**src/rtl/core/rtirq_pkg.sv**
```systemverilog
// ---------------------------------------------------------------------------
// Raster timing and interrupt core package
// Shared register addresses, request kinds and raster timing constants.
// ---------------------------------------------------------------------------
`default_nettype none

package rtirq_pkg;

  // Default size of the byte register window
  localparam int unsigned RegCountDefault = 47;

  // Request kinds carried on the input tuser field
  localparam logic [1:0] FuncTick  = 2'd0;
  localparam logic [1:0] FuncRead  = 2'd1;
  localparam logic [1:0] FuncWrite = 2'd2;
  localparam logic [1:0] FuncPen   = 2'd3;

  // Video standard codes
  localparam logic [1:0] StdPal     = 2'd0;
  localparam logic [1:0] StdNtscOld = 2'd1;

  // Registers with dedicated behavior
  localparam logic [5:0] RegCtrl   = 6'h11;
  localparam logic [5:0] RegRaster = 6'h12;
  localparam logic [5:0] RegPenX   = 6'h13;
  localparam logic [5:0] RegPenY   = 6'h14;
  localparam logic [5:0] RegIrq    = 6'h19;
  localparam logic [5:0] RegMask   = 6'h1A;
  localparam logic [5:0] RegCollSs = 6'h1E;
  localparam logic [5:0] RegCollSb = 6'h1F;

  // Frame and line geometry
  localparam logic [8:0] LinesPal     = 9'd312;
  localparam logic [8:0] LinesNtscOld = 9'd262;
  localparam logic [8:0] LinesNtsc    = 9'd263;
  localparam logic [6:0] CyclesPal     = 7'd63;
  localparam logic [6:0] CyclesNtscOld = 7'd64;
  localparam logic [6:0] CyclesNtsc    = 7'd65;

  // Display window and bad-line limits
  localparam logic [8:0] LineDenCheck = 9'h030;
  localparam logic [8:0] LineBadFirst = 9'h030;
  localparam logic [8:0] LineBadLast  = 9'h0F7;

  // Cycle positions within a line
  localparam logic [6:0] CycVcLoad    = 7'd13;
  localparam logic [6:0] CycFetchFirst = 7'd14;
  localparam logic [6:0] CycFetchLast  = 7'd53;
  localparam logic [6:0] CycRowEnd     = 7'd57;
  localparam logic [6:0] CycBaFirst    = 7'd12;
  localparam logic [6:0] CycBaLast     = 7'd54;
  localparam logic [6:0] CycStallFirst = 7'd15;

endpackage

`default_nettype wire

```
**src/rtl/core/raster_timing_irq_register_core.sv**
```systemverilog
// ---------------------------------------------------------------------------
// Raster timing, interrupt and register core
// Keeps the raster line and cycle counters, the byte register window, the
// raster compare interrupt, the video counters and the bad-line test.
// ---------------------------------------------------------------------------
// The result is registered: it is valid on m_axis in the cycle after the request is accepted.
// Throughput: one request per cycle while m_axis_tready is high; the whole update
// is one pass of logic between the state registers and the result register.
// Reset: rst_ni clears all control state, the counters, the interrupt
// latches and the valid bits of the plain register store at once.
// Unwritten plain registers read as zero; no clearing pass is needed.
// ---------------------------------------------------------------------------
`default_nettype none

module raster_timing_irq_register_core
  import rtirq_pkg::*;
#(
  parameter int unsigned REG_COUNT = RegCountDefault
) (
  input  wire logic        clk_i,
  input  wire logic        rst_ni,

  // Configuration: video standard
  input  wire logic        cfg_we_i,
  input  wire logic [1:0]  cfg_wdata_i,

  // Request stream
  input  wire logic        s_axis_tvalid,
  output logic             s_axis_tready,
  // [5:0] reg_addr, [13:6] write_data, [22:14] pen_x, [31:23] pen_y
  input  wire logic [31:0] s_axis_tdata,
  // [1:0] func
  input  wire logic [1:0]  s_axis_tuser,

  // Result stream
  output logic             m_axis_tvalid,
  input  wire logic        m_axis_tready,
  // [7:0] read_data, [8] irq_out, [9] bus_request_low, [10] cpu_stall,
  // [19:11] raster_line, [26:20] raster_cycle, [31:27] zero
  output logic [31:0]      m_axis_tdata,
  // line_done
  output logic             m_axis_tlast
);

  localparam int unsigned IdxW = $clog2(REG_COUNT);

  // -------------------------------------------------------------------------
  // Request fields
  // -------------------------------------------------------------------------
  logic [1:0] func;
  logic [5:0] reg_addr;
  logic [7:0] write_data;
  logic [8:0] pen_x;
  logic [8:0] pen_y;

  assign func       = s_axis_tuser;
  assign reg_addr   = s_axis_tdata[5:0];
  assign write_data = s_axis_tdata[13:6];
  assign pen_x      = s_axis_tdata[22:14];
  assign pen_y      = s_axis_tdata[31:23];

  logic             accept;
  logic             addr_ok;
  logic [IdxW-1:0]  mem_idx;

  // Take a new request whenever the result register is empty or draining
  assign s_axis_tready = !m_axis_tvalid || m_axis_tready;
  assign accept        = s_axis_tvalid && s_axis_tready;
  assign addr_ok       = {1'b0, reg_addr} < 7'(REG_COUNT);
  assign mem_idx       = reg_addr[IdxW-1:0];

  // -------------------------------------------------------------------------
  // State
  // -------------------------------------------------------------------------
  logic [1:0] std_q;
  logic [8:0] line_q, line_d;
  logic [6:0] cyc_q, cyc_d;
  logic       den_q, den_d;
  logic [9:0] vc_q, vc_d;
  logic [9:0] vcbase_q, vcbase_d;
  logic [2:0] rc_q, rc_d;
  logic [5:0] vmli_q, vmli_d;
  logic       act_q, act_d;
  logic       matched_q, matched_d;
  logic [3:0] src_q, src_d;
  logic [3:0] mask_q, mask_d;
  logic [7:0] ctrl_q, ctrl_d;
  logic [7:0] raster_q, raster_d;
  logic [7:0] penx_q, penx_d;
  logic [7:0] peny_q, peny_d;

  // Plain register store: at most one write or one registered read per request
  logic [7:0]           mem_q [REG_COUNT];
  logic [REG_COUNT-1:0] mem_vld_q;
  logic                 mem_we;

  // Result register
  logic       rd_mem_sel;
  logic [7:0] rd_fixed;
  logic       rd_mem_sel_q;
  logic [7:0] rd_fixed_q;
  logic [7:0] rd_mem_q;
  logic       rd_vld_q;
  logic       irq_q;
  logic       ba_q;
  logic       stall_q;
  logic       done_q;
  logic [8:0] line_out_q;
  logic [6:0] cyc_out_q;

  // -------------------------------------------------------------------------
  // Frame geometry from the selected standard
  // -------------------------------------------------------------------------
  logic [8:0] lines_per_frame;
  logic [6:0] line_len;

  always_comb begin
    unique case (std_q)
      StdPal: begin
        lines_per_frame = LinesPal;
        line_len        = CyclesPal;
      end
      StdNtscOld: begin
        lines_per_frame = LinesNtscOld;
        line_len        = CyclesNtscOld;
      end
      default: begin
        // Codes 2 and 3 time like the newer NTSC frame
        lines_per_frame = LinesNtsc;
        line_len        = CyclesNtsc;
      end
    endcase
  end

  function automatic logic bad_line(input logic den, input logic [8:0] line,
                                    input logic [2:0] yscroll);
    bad_line = den && (line >= LineBadFirst) && (line <= LineBadLast) &&
               (line[2:0] == yscroll);
  endfunction

  // -------------------------------------------------------------------------
  // Next state and result
  // -------------------------------------------------------------------------
  logic       done;
  logic       cmp_en;
  logic       cmp_hit;
  logic       bad_now;
  logic       ba;
  logic       master;
  logic [6:0] cyc_inc;
  logic [8:0] line_inc;

  always_comb begin
    line_d     = line_q;
    cyc_d      = cyc_q;
    den_d      = den_q;
    vc_d       = vc_q;
    vcbase_d   = vcbase_q;
    rc_d       = rc_q;
    vmli_d     = vmli_q;
    act_d      = act_q;
    matched_d  = matched_q;
    src_d      = src_q;
    mask_d     = mask_q;
    ctrl_d     = ctrl_q;
    raster_d   = raster_q;
    penx_d     = penx_q;
    peny_d     = peny_q;
    done       = 1'b0;
    cmp_en     = 1'b0;
    cmp_hit    = 1'b0;
    bad_now    = 1'b0;
    mem_we     = 1'b0;
    rd_mem_sel = 1'b0;
    rd_fixed   = 8'h00;
    cyc_inc    = cyc_q + 7'd1;
    line_inc   = line_q + 9'd1;

    unique case (func)
      FuncTick: begin
        // Latch display enable on the check line before advancing
        if ((line_q == LineDenCheck) && ctrl_q[4]) begin
          den_d = 1'b1;
        end
        if (cyc_inc >= line_len) begin
          cyc_d = 7'd0;
          done  = 1'b1;
          if (line_inc >= lines_per_frame) begin
            line_d = 9'd0;
            den_d  = 1'b0;
          end else begin
            line_d = line_inc;
          end
          if ((line_d == LineDenCheck) && ctrl_q[4]) begin
            den_d = 1'b1;
          end
          cmp_en = 1'b1;
          if (line_d == 9'd0) begin
            vcbase_d = 10'd0;
          end
        end else begin
          cyc_d = cyc_inc;
        end

        // Video counter sequencing on the new cycle position
        bad_now = bad_line(den_d, line_d, ctrl_q[2:0]);
        if (cyc_d == CycVcLoad) begin
          vc_d   = vcbase_d;
          vmli_d = 6'd0;
          if (bad_now) begin
            act_d = 1'b1;
            rc_d  = 3'd0;
          end
        end
        if (act_q && (cyc_d >= CycFetchFirst) && (cyc_d <= CycFetchLast)) begin
          vc_d   = vc_q + 10'd1;
          vmli_d = vmli_q + 6'd1;
        end
        if (cyc_d == CycRowEnd) begin
          if (rc_q == 3'd7) begin
            act_d    = 1'b0;
            vcbase_d = vc_q;
          end
          if (act_d) begin
            rc_d = rc_q + 3'd1;
          end
        end
      end

      FuncRead: begin
        if (!addr_ok) begin
          rd_fixed = 8'hFF;
        end else begin
          unique case (reg_addr) inside
            RegCtrl:   rd_fixed = {line_q[8], ctrl_q[6:0]};
            RegRaster: rd_fixed = line_q[7:0];
            RegPenX:   rd_fixed = penx_q;
            RegPenY:   rd_fixed = peny_q;
            RegIrq:    rd_fixed = {|(src_q & mask_q), 3'b111, src_q};
            RegMask:   rd_fixed = {4'hF, mask_q};
            // Collision latches never set here: read as zero
            RegCollSs, RegCollSb: rd_fixed = 8'h00;
            default:   rd_mem_sel = 1'b1;
          endcase
        end
      end

      FuncWrite: begin
        if (addr_ok) begin
          unique case (reg_addr) inside
            RegCtrl: begin
              ctrl_d = write_data;
              if ((line_q == LineDenCheck) && write_data[4]) begin
                den_d = 1'b1;
              end
              cmp_en = 1'b1;
            end
            RegRaster: begin
              raster_d = write_data;
              cmp_en   = 1'b1;
            end
            // Acknowledge latches written with one
            RegIrq:  src_d  = src_q & ~write_data[3:0];
            RegMask: mask_d = write_data[3:0];
            RegPenX: penx_d = write_data;
            RegPenY: peny_d = write_data;
            // Drop writes to the collision latches
            RegCollSs, RegCollSb: mem_we = 1'b0;
            default: mem_we = 1'b1;
          endcase
        end
      end

      default: begin
        // Light pen strobe: latch position and raise its interrupt
        penx_d   = pen_x[8:1];
        peny_d   = pen_y[7:0];
        src_d[3] = 1'b1;
      end
    endcase

    // Raster compare is edge triggered on the match condition
    if (cmp_en) begin
      cmp_hit = (line_d == {ctrl_d[7], raster_d});
      if (cmp_hit && !matched_q) begin
        src_d[0] = 1'b1;
      end
      matched_d = cmp_hit;
    end

    master = |(src_d & mask_d);
    ba     = bad_line(den_d, line_d, ctrl_d[2:0]) &&
             (cyc_d >= CycBaFirst) && (cyc_d <= CycBaLast);
  end

  // -------------------------------------------------------------------------
  // Control state and counters
  // -------------------------------------------------------------------------
  always_ff @(posedge clk_i or negedge rst_ni) begin
    if (!rst_ni) begin
      std_q         <= StdPal;
      line_q        <= 9'd0;
      cyc_q         <= 7'd0;
      den_q         <= 1'b0;
      vc_q          <= 10'd0;
      vcbase_q      <= 10'd0;
      rc_q          <= 3'd0;
      vmli_q        <= 6'd0;
      act_q         <= 1'b0;
      matched_q     <= 1'b0;
      src_q         <= 4'd0;
      mask_q        <= 4'd0;
      ctrl_q        <= 8'd0;
      raster_q      <= 8'd0;
      penx_q        <= 8'd0;
      peny_q        <= 8'd0;
      mem_vld_q     <= '0;
      m_axis_tvalid <= 1'b0;
    end else begin
      if (cfg_we_i) begin
        std_q <= cfg_wdata_i;
      end
      if (accept) begin
        line_q    <= line_d;
        cyc_q     <= cyc_d;
        den_q     <= den_d;
        vc_q      <= vc_d;
        vcbase_q  <= vcbase_d;
        rc_q      <= rc_d;
        vmli_q    <= vmli_d;
        act_q     <= act_d;
        matched_q <= matched_d;
        src_q     <= src_d;
        mask_q    <= mask_d;
        ctrl_q    <= ctrl_d;
        raster_q  <= raster_d;
        penx_q    <= penx_d;
        peny_q    <= peny_d;
        if (mem_we) begin
          mem_vld_q[mem_idx] <= 1'b1;
        end
      end
      // Hold the result until taken, refill on every accepted request
      if (accept) begin
        m_axis_tvalid <= 1'b1;
      end else if (m_axis_tready) begin
        m_axis_tvalid <= 1'b0;
      end
    end
  end

  // -------------------------------------------------------------------------
  // Plain register store and result payload
  // -------------------------------------------------------------------------
  always_ff @(posedge clk_i) begin
    if (accept) begin
      if (mem_we) begin
        mem_q[mem_idx] <= write_data;
      end
      if (rd_mem_sel) begin
        rd_mem_q <= mem_q[mem_idx];
        rd_vld_q <= mem_vld_q[mem_idx];
      end
      rd_mem_sel_q <= rd_mem_sel;
      rd_fixed_q   <= rd_fixed;
      irq_q        <= master;
      ba_q         <= ba;
      stall_q      <= ba && (cyc_d >= CycStallFirst);
      done_q       <= done;
      line_out_q   <= line_d;
      cyc_out_q    <= cyc_d;
    end
  end

  logic [7:0] read_data;

  // Never-written plain registers read as their reset value of zero
  assign read_data = rd_mem_sel_q ? (rd_vld_q ? rd_mem_q : 8'h00) : rd_fixed_q;

  assign m_axis_tdata = {5'd0, cyc_out_q, line_out_q, stall_q, ba_q, irq_q, read_data};
  assign m_axis_tlast = done_q;

endmodule

`default_nettype wire
```
**config.mk**
```make
export PLATFORM = sky130hd
export DESIGN_NAME = raster_timing_irq_register_core
export DESIGN_NICKNAME = d
export VERILOG_FILES = /design/src/rtl/core/rtirq_pkg.sv /design/src/rtl/core/raster_timing_irq_register_core.sv
export SDC_FILE = /design/constraint.sdc
export NUM_CORES = 1
export LEC_CHECK = 0
export ABC_AREA = 1
export BUFFER_PORTS_ARGS = -buffer_cell sky130_fd_sc_hd__buf_2
export CAP_MARGIN = 0
export CORE_MARGIN = 4
export CORE_UTILIZATION = 23
export CTS_BUF_LIST = sky130_fd_sc_hd__clkbuf_8
export DETAILED_ROUTE_END_ITERATION = 7
export SLEW_MARGIN = 25
export SYNTH_ARGS = -nofsm -noshare
export SYNTH_HDL_FRONTEND = slang
export SYNTH_SLANG_ARGS = --single-unit
```
**constraint.sdc**
```tcl
create_clock -name clk_i -period 7.71 [get_ports clk_i]
set_input_delay 0.3855 -clock clk_i [delete_from_list [all_inputs] [get_ports clk_i]]
set_output_delay 0.3855 -clock clk_i [all_outputs]
set_load 0.005 [all_outputs]
```
# --- Yosys cells after proc, flatten, opt, wreduce, memory -nomap -nowiden ---
# Memory sizes are Yosys's and may differ from the RTL's. A register that Yosys moved wholly into a read port is not among the register bits.
# Cells that the tools add are included.
op_classes:
  add_sub_neg: 2
  eq_ne: 18
  reduce_logical: 29
  muxes: 59
  n_lt_le_gt_ge: 10
  bitwise: 6
ops:
  columns: ["cell", "count"]
  rows:
  - ["$mux 8", 13]
  - ["$eq 6x5->1 const B", 8]
  - ["$pmux 8 s6", 1]
  - ["$or 47x47->47", 1]
  - ["$mux 9", 5]
  - ["$pmux 8 s2", 2]
  - ["$mux 1", 23]
  - ["$mux 4", 5]
  - ["$eq 9x6->1 const B", 2]
  - ["$ge 7x4->1 const B", 2]
  - ["$mux 7", 2]
  - ["$pmux 7 s2", 1]
  - ["$and 4x4->4", 3]
  - ["$logic_and 1x1->1", 12]
  - ["$pmux 6 s2", 1]
  - ["$reduce_and 4->1", 3]
  - ["$add 9x1->9 const B", 1]
  - ["$eq 9x9->1", 1]
  - ["$ge 9x6->1 const B", 1]
  - ["$ge 9x9->1", 1]
  - ["$le 9x8->1 const B", 1]
  - ["$reduce_or 4->1", 2]
  - ["$reduce_or 8->1", 1]
  - ["$add 7x1->7 const B", 1]
  - ["21 further kinds", 31]
word_totals:
  mem_bits_rw: 376
  n_memories: 1
  wordCells: 148
  reg_bits: 138
  out_inout_bits: 35
  input_bits: 41
memory_table:
  columns: ["name", "depth", "word_bits", "rd", "rd_ports_with_merged_regs", "write_ports", "line_no", "rtl"]
  rows:
  - ["mem_q", 47, 8, 1, 1, 1, "raster_timing_irq_register_core.sv:93", "logic [7:0] mem_q [REG_COUNT];"]

# --- Logic depth before layout (Yosys ltp) ---
logic_depth:
  depth_word: 17
  depth_mapped: 25
  ltp_nobuf: 24

# --- Worst setup path before layout ---
# Ideal clock, no wire load.
synth_path:
  kind: "reg-to-reg"
  startpoint: "register cyc_q[0]"
  endpoint: "register irq_q (data pin)"
  slack_ps: 4609
  setup_time_ps: 253
  arrival_ps: 2848
  required_ps: 7457
  synth_period_minus_slack_ps: 3101
  stages_incl_launch_ff: 24
  path_buffers: 1
  path_cell_list: "dfrtp_1 -> ha_1 -> nand3_1 -> nor2_1 -> nand2_1 -> xor2_1 -> inv_1 -> ha_1 -> a21o_1 -> nor2_1 -> nand3_1 -> nand2_1 -> clkbuf_1 -> nand2_1 -> o21ai_1 -> inv_1 -> nand2_1 -> nand2_1 -> nand3_1 -> nor2_1 -> nand3_1 -> nand2_1 -> nand2_1 -> nand2_1"
synth_between:
  elab_chain_cells: 10
  word_cells_on_any_way: 12
  classes_between: "1 x add/sub; 1 x order compare; 1 x eq/ne; 6 x mux; 1 x bitwise; 2 x reduce/logical"
synth_lines:
  columns: ["item", "line_no", "rtl"]
  rows:
  - ["from (decl)", "raster_timing_irq_register_core.sv:77", "logic [6:0] cyc_q, cyc_d;"]
  - ["from (signal assigned)", "raster_timing_irq_register_core.sv:325", "cyc_q <= cyc_d;"]
  - ["$add 7x1->7", "raster_timing_irq_register_core.sv:176", "cyc_inc = cyc_q + 7'd1;"]
  - ["$ge 7x7->1", "raster_timing_irq_register_core.sv:185", "if (cyc_inc >= line_len) begin"]
  - ["$mux 9", "raster_timing_irq_register_core.sv:185", null]
  - ["$mux 9", "raster_timing_irq_register_core.sv:179", "unique case (func)"]
  - ["via line_d[6]", "raster_timing_irq_register_core.sv:76", "logic [8:0] line_q, line_d;"]
  - ["$eq 9x9->1", "raster_timing_irq_register_core.sv:284", "cmp_hit = (line_d == {ctrl_d[7], raster_d});"]
  - ["$logic_and 1x1->1", "raster_timing_irq_register_core.sv:285", "if (cmp_hit && !matched_q) begin"]
  - ["$mux 1", "raster_timing_irq_register_core.sv:285", null]
  - ["$mux 1", "raster_timing_irq_register_core.sv:283", "if (cmp_en) begin"]
  - ["$and 4x4->4", "raster_timing_irq_register_core.sv:291", "master = |(src_d & mask_d);"]
  - ["$reduce_or 4->1", "raster_timing_irq_register_core.sv:291", null]
  - ["via master", "raster_timing_irq_register_core.sv:149", "logic master;"]
  - ["to (signal assigned)", "raster_timing_irq_register_core.sv:366", "irq_q <= master;"]
  - ["to (decl)", "raster_timing_irq_register_core.sv:104", "logic irq_q;"]
# The timed path passes the listed nets, and every way through them passes these cells.
# A chain may end at the register's enable or synchronous reset.

# --- Worst setup path in the final report ---
layout_path:
  startpoint: "input s_axis_tdata[1]"
  endpoint: "memory mem_q[45][7], enable pin"
layout_between:
  elab_chain_cells: 8
  word_cells_on_any_way: 16
  classes_between: "1 x order compare; 8 x eq/ne; 6 x mux; 1 x reduce/logical"
layout_lines:
  columns: ["item", "line_no", "rtl"]
  rows:
  - ["from (decl)", "raster_timing_irq_register_core.sv:31", "input wire logic [31:0] s_axis_tdata,"]
  - ["$eq 6x5->1 (no line)", null, null]
  - ["$reduce_or 8->1 (no line)", null, null]
  - ["$mux 1", "raster_timing_irq_register_core.sv:250", "unique case (reg_addr) inside"]
  - ["$mux 1", "raster_timing_irq_register_core.sv:249", "if (addr_ok) begin"]
  - ["$mux 1", "raster_timing_irq_register_core.sv:179", null]
  - ["$mux 1", "raster_timing_irq_register_core.sv:357", "if (mem_we) begin"]
  - ["$mux 1", "raster_timing_irq_register_core.sv:356", "if (accept) begin"]
  - ["$mux 1 (implied by the code)", "raster_timing_irq_register_core.sv:358", "mem_q[mem_idx] <= write_data;"]
  - ["to (decl)", "raster_timing_irq_register_core.sv:93", null]
# Several ways; a longest one is shown, not always the timed one.

==> results.tsv <==
stage	metric	value	unit
timing	rsz0062_at_grt	false	
power	p_leak	9.549	nW
cells_and_area	drive_above_1_share	0.1219	
global_routing	grt_pass1_vias	14310	
placed_design	portBuffers	68	
routing	wl_per_cell	16.92	um
timing	worst_pin_slew	997.4	ps
synth	synth_top_family_by_area	compound AO/OA/AOI/OAI gates	
power	peakVddDrop	0.1819	mV
run	max-cap-violations	0	
synth	syn_avg_cell_area	12.01	um^2
placed_design	dp_cells	3130	
timing	relSlewSlack	0.3334	
power	pwr-share-seq	0.521	
routing	vias_per_cell	4.394	
clock_network	clk_latency	650	ps
floorplan	core_area	93470	um^2
timing	clock.fmax	232.7	MHz
synth	synthSimpleGateAreaFrac	0.1100	
clock_network	cts.sink_count	522	
power	total_power	6.289	mW
floorplan	initial_core_util	0.2324	
cells_and_area	fin_cells	3283	
power	swShare	0.2738	
timing	finClkSkew	21.15	ps
global_routing	grt_pass1_wl	85010	um
timing	period_share	0.5575	
routing	drt-initial-drc-count	1175	
timing	holdWs	80.28	ps
floorplan	rows	112	
synth	synth_ff_type	edfxtp_1	
routing	routed_wl	55560	um
power	p_comb_frac	0.129	
synth	syn_area	21720	um^2
worst_setup_path	crit_arrival	4560	ps
clock_network	ctsRootBufferMaster	clkbuf_8	
timing	hold_viol	0	
global_routing	antenna_found_initial	7	
synth	synth.distinct_cells	48	
timing	min_period	4298	ps
cells_and_area	n_fill_cell	9748	
clock_network	cts_resized	0	
status	status	complete, no violations	
floorplan	die_area	99410	um^2
synth	synth-seq-cells	522	
routing	firstDrtPassIters	5	
cells_and_area	nNetsFinal	2020	
routing	drc	0	
timing	setup_ws	3412	ps
synth	synthXorXnorAreaFrac	0.004436	
synth	async_flop_share	0.2069	
synth	synthAdderAreaFrac	0.009217	
synth	synth_edf_count	414	
power	p_int	4.567	mW
timing	setup-tns-final	0	ps
worst_setup_path	setup.worst_path.end_class	register	
clock_network	cts_buffer_depth	3	
cells_and_area	mostFrequentLayoutCells	edfxtp_1 (414), nand2_1 (344), a22oi_1 (181)	
synth	yosysSeqAreaShare	0.6968	
cells_and_area	mostFrequentLayoutCell	edfxtp_1	
cells_and_area	multi_input_area	5901	um^2
global_routing	grt_max_degree	70	
worst_setup_path	cp-start-kind	input pin	
clock_network	cts_buffers	77	
placed_design	hpwl	35540	um
worst_setup_path	cp_max_fo	37	
global_routing	overflow	0	
timing	slew_violations	0	
synth	synth_cells	1808	
timing	setup_viol	0	
placed_design	finalWeightedCongestion	0.8608	
worst_setup_path	worst-setup-path-type	in -> reg	
power	p_clk_frac	0.351	
clock_network	cts.clk_slew.worst_paths	70	ps
cells_and_area	regArea	15130	um^2
clock_network	cts_tree	yes	
global_routing	track_usage	0.1097	
routing	ant_nets	0	
placed_design	post-place-ws	2777	ps
clock_network	cts_max_level	3	
synth	yosysWarnings	0	
hold_path	min_path_type	in -> reg	
routing	detailroute.via_count	14430	
cells_and_area	area_delta_synth_final	16.71	%
synth	synth_compound_area_frac	0.1314	
floorplan	die_h	315.3	um
floorplan	num_io_pins	76	
floorplan	die_w	315.3	um
worst_setup_path	required	7970	ps
power	power_density	248.1	nW/um^2
synth	synthMuxAreaShare	0.003111	
power	p_switching	1.722	mW
==> layout make-up <==
class	instances	area share
well taps	1254	0.06190
clock buffers	84	0.04561
clock inverters	59	0.01486
diodes	2	0.0001974
flip-flops and latches	522	0.5971
inverters	148	0.02201
repair buffers	106	0.02557
multi-input cells	1108	0.2328
==> per-stage QoR <==
step / area (um^2) / utilization
floorplan: 21970 / -
global placement: 23720 / 0.2538
detailed placement: 23730 / 0.2539
CTS: 25340 / 0.2711
global route: 25350 / 0.2712
finish: 25350 / 0.2712
==> cell usage after synthesis (16+ instances only) <==
master,instances,share of area
nand4_1,16,0.0046
a22oi_1,181,0.063
o21ai_0,95,0.022
inv_1,130,0.022
nor2_1,118,0.020
edfxtp_1,414,0.57
clkbuf_1,63,0.011
nand3_1,59,0.014
o21ai_1,18,0.0041
o22ai_1,24,0.0069
ha_1,16,0.0092
a21boi_0,25,0.0086
a21oi_1,48,0.011
dfrtp_1,108,0.12
nand2_1,344,0.059
==> critical path, cell delays in order <==
cell	delay, ps
buf_2	270
inv_2	110
nand2_2	250
clkinv_2	570
nand2_2	560
nor2_1	200
inv_2	150
nand3_2	110
nor2_1	160
o31ai_1	160
nor3_4	350
nand3_1	480
nor2_1	770
==> registers in the layout, summed over array words and instances, names as in the netlist, 2 cells and up <==
| signal | cells |
|---|---|
| line_q | 9 |
| rd_mem_q | 8 |
| cyc_out_q | 7 |
| mask_q | 4 |
| line_out_q | 9 |
| rd_fixed_q | 8 |
| ctrl_q | 8 |
| penx_q | 8 |
| mem_q | 376 |
| raster_q | 8 |
| mem_vld_q | 47 |
| std_q | 2 |
| src_q | 4 |
| peny_q | 8 |
| cyc_q | 7 |
==> cell families (layout without fill, tap and decap cells) <==
family,after synthesis,count (layout)
AND/OR/NAND/NOR,571,571
flip-flops,522,522
multiplexers,6,6
AO/OA/AOI/OAI,435,435
other,1,71
adder cells (fa/ha/maj),16,16
buffers and inverters,246,397
XOR/XNOR,11,11
==> per-layer routing <==
layer / up-vias / wire [um] / GRT usage
li1: 6769 / - / -
met1: 7102 / 24040 / 0.1434
met2: 452 / 26600 / 0.1844
met3: 96 / 3410 / 0.01749
met4: 8 / 1453 / 0.03937
met5: - / 48 / 0
==> worst paths after layout <==
| path | from | endpoint | slack [ps] | cells after the start |
|---|---|---|---|---|
| min reg2reg | mem_vld_q[26] | mem_vld_q[26] | 380 | 0 |
| max in group asynchronous | rst_ni | den_q | 6070 | 3 |
| max reg2reg | cyc_q[0] | irq_q | 3720 | 21 |
| min in group asynchronous | rst_ni | cyc_q[0] | 300 | 2 |
| min | s_axis_tdata[26] | peny_q[3] | 80 | 4 |
| max | s_axis_tdata[1] | mem_q[45][7] | 3410 | 13 |
==> power by group through the flow <==
stage	logic [mW]	clock network, mW	registers [mW]
4_1_cts	0.814	2.27	3.28
3_5_place_dp	0.807	0	3.33
3_3_place_gp	0.802	0	3.33
2_1_floorplan	0.524	0	3.30
6_report	0.808	2.21	3.28
5_1_grt	0.918	2.39	3.29
==> timing repair <==
item | CTS | global route
hold buffers | 8 | 0
hold endpoints to repair | 43 | 0
setup buffers | 0 | 0
(Power assumes the default switching activity.)
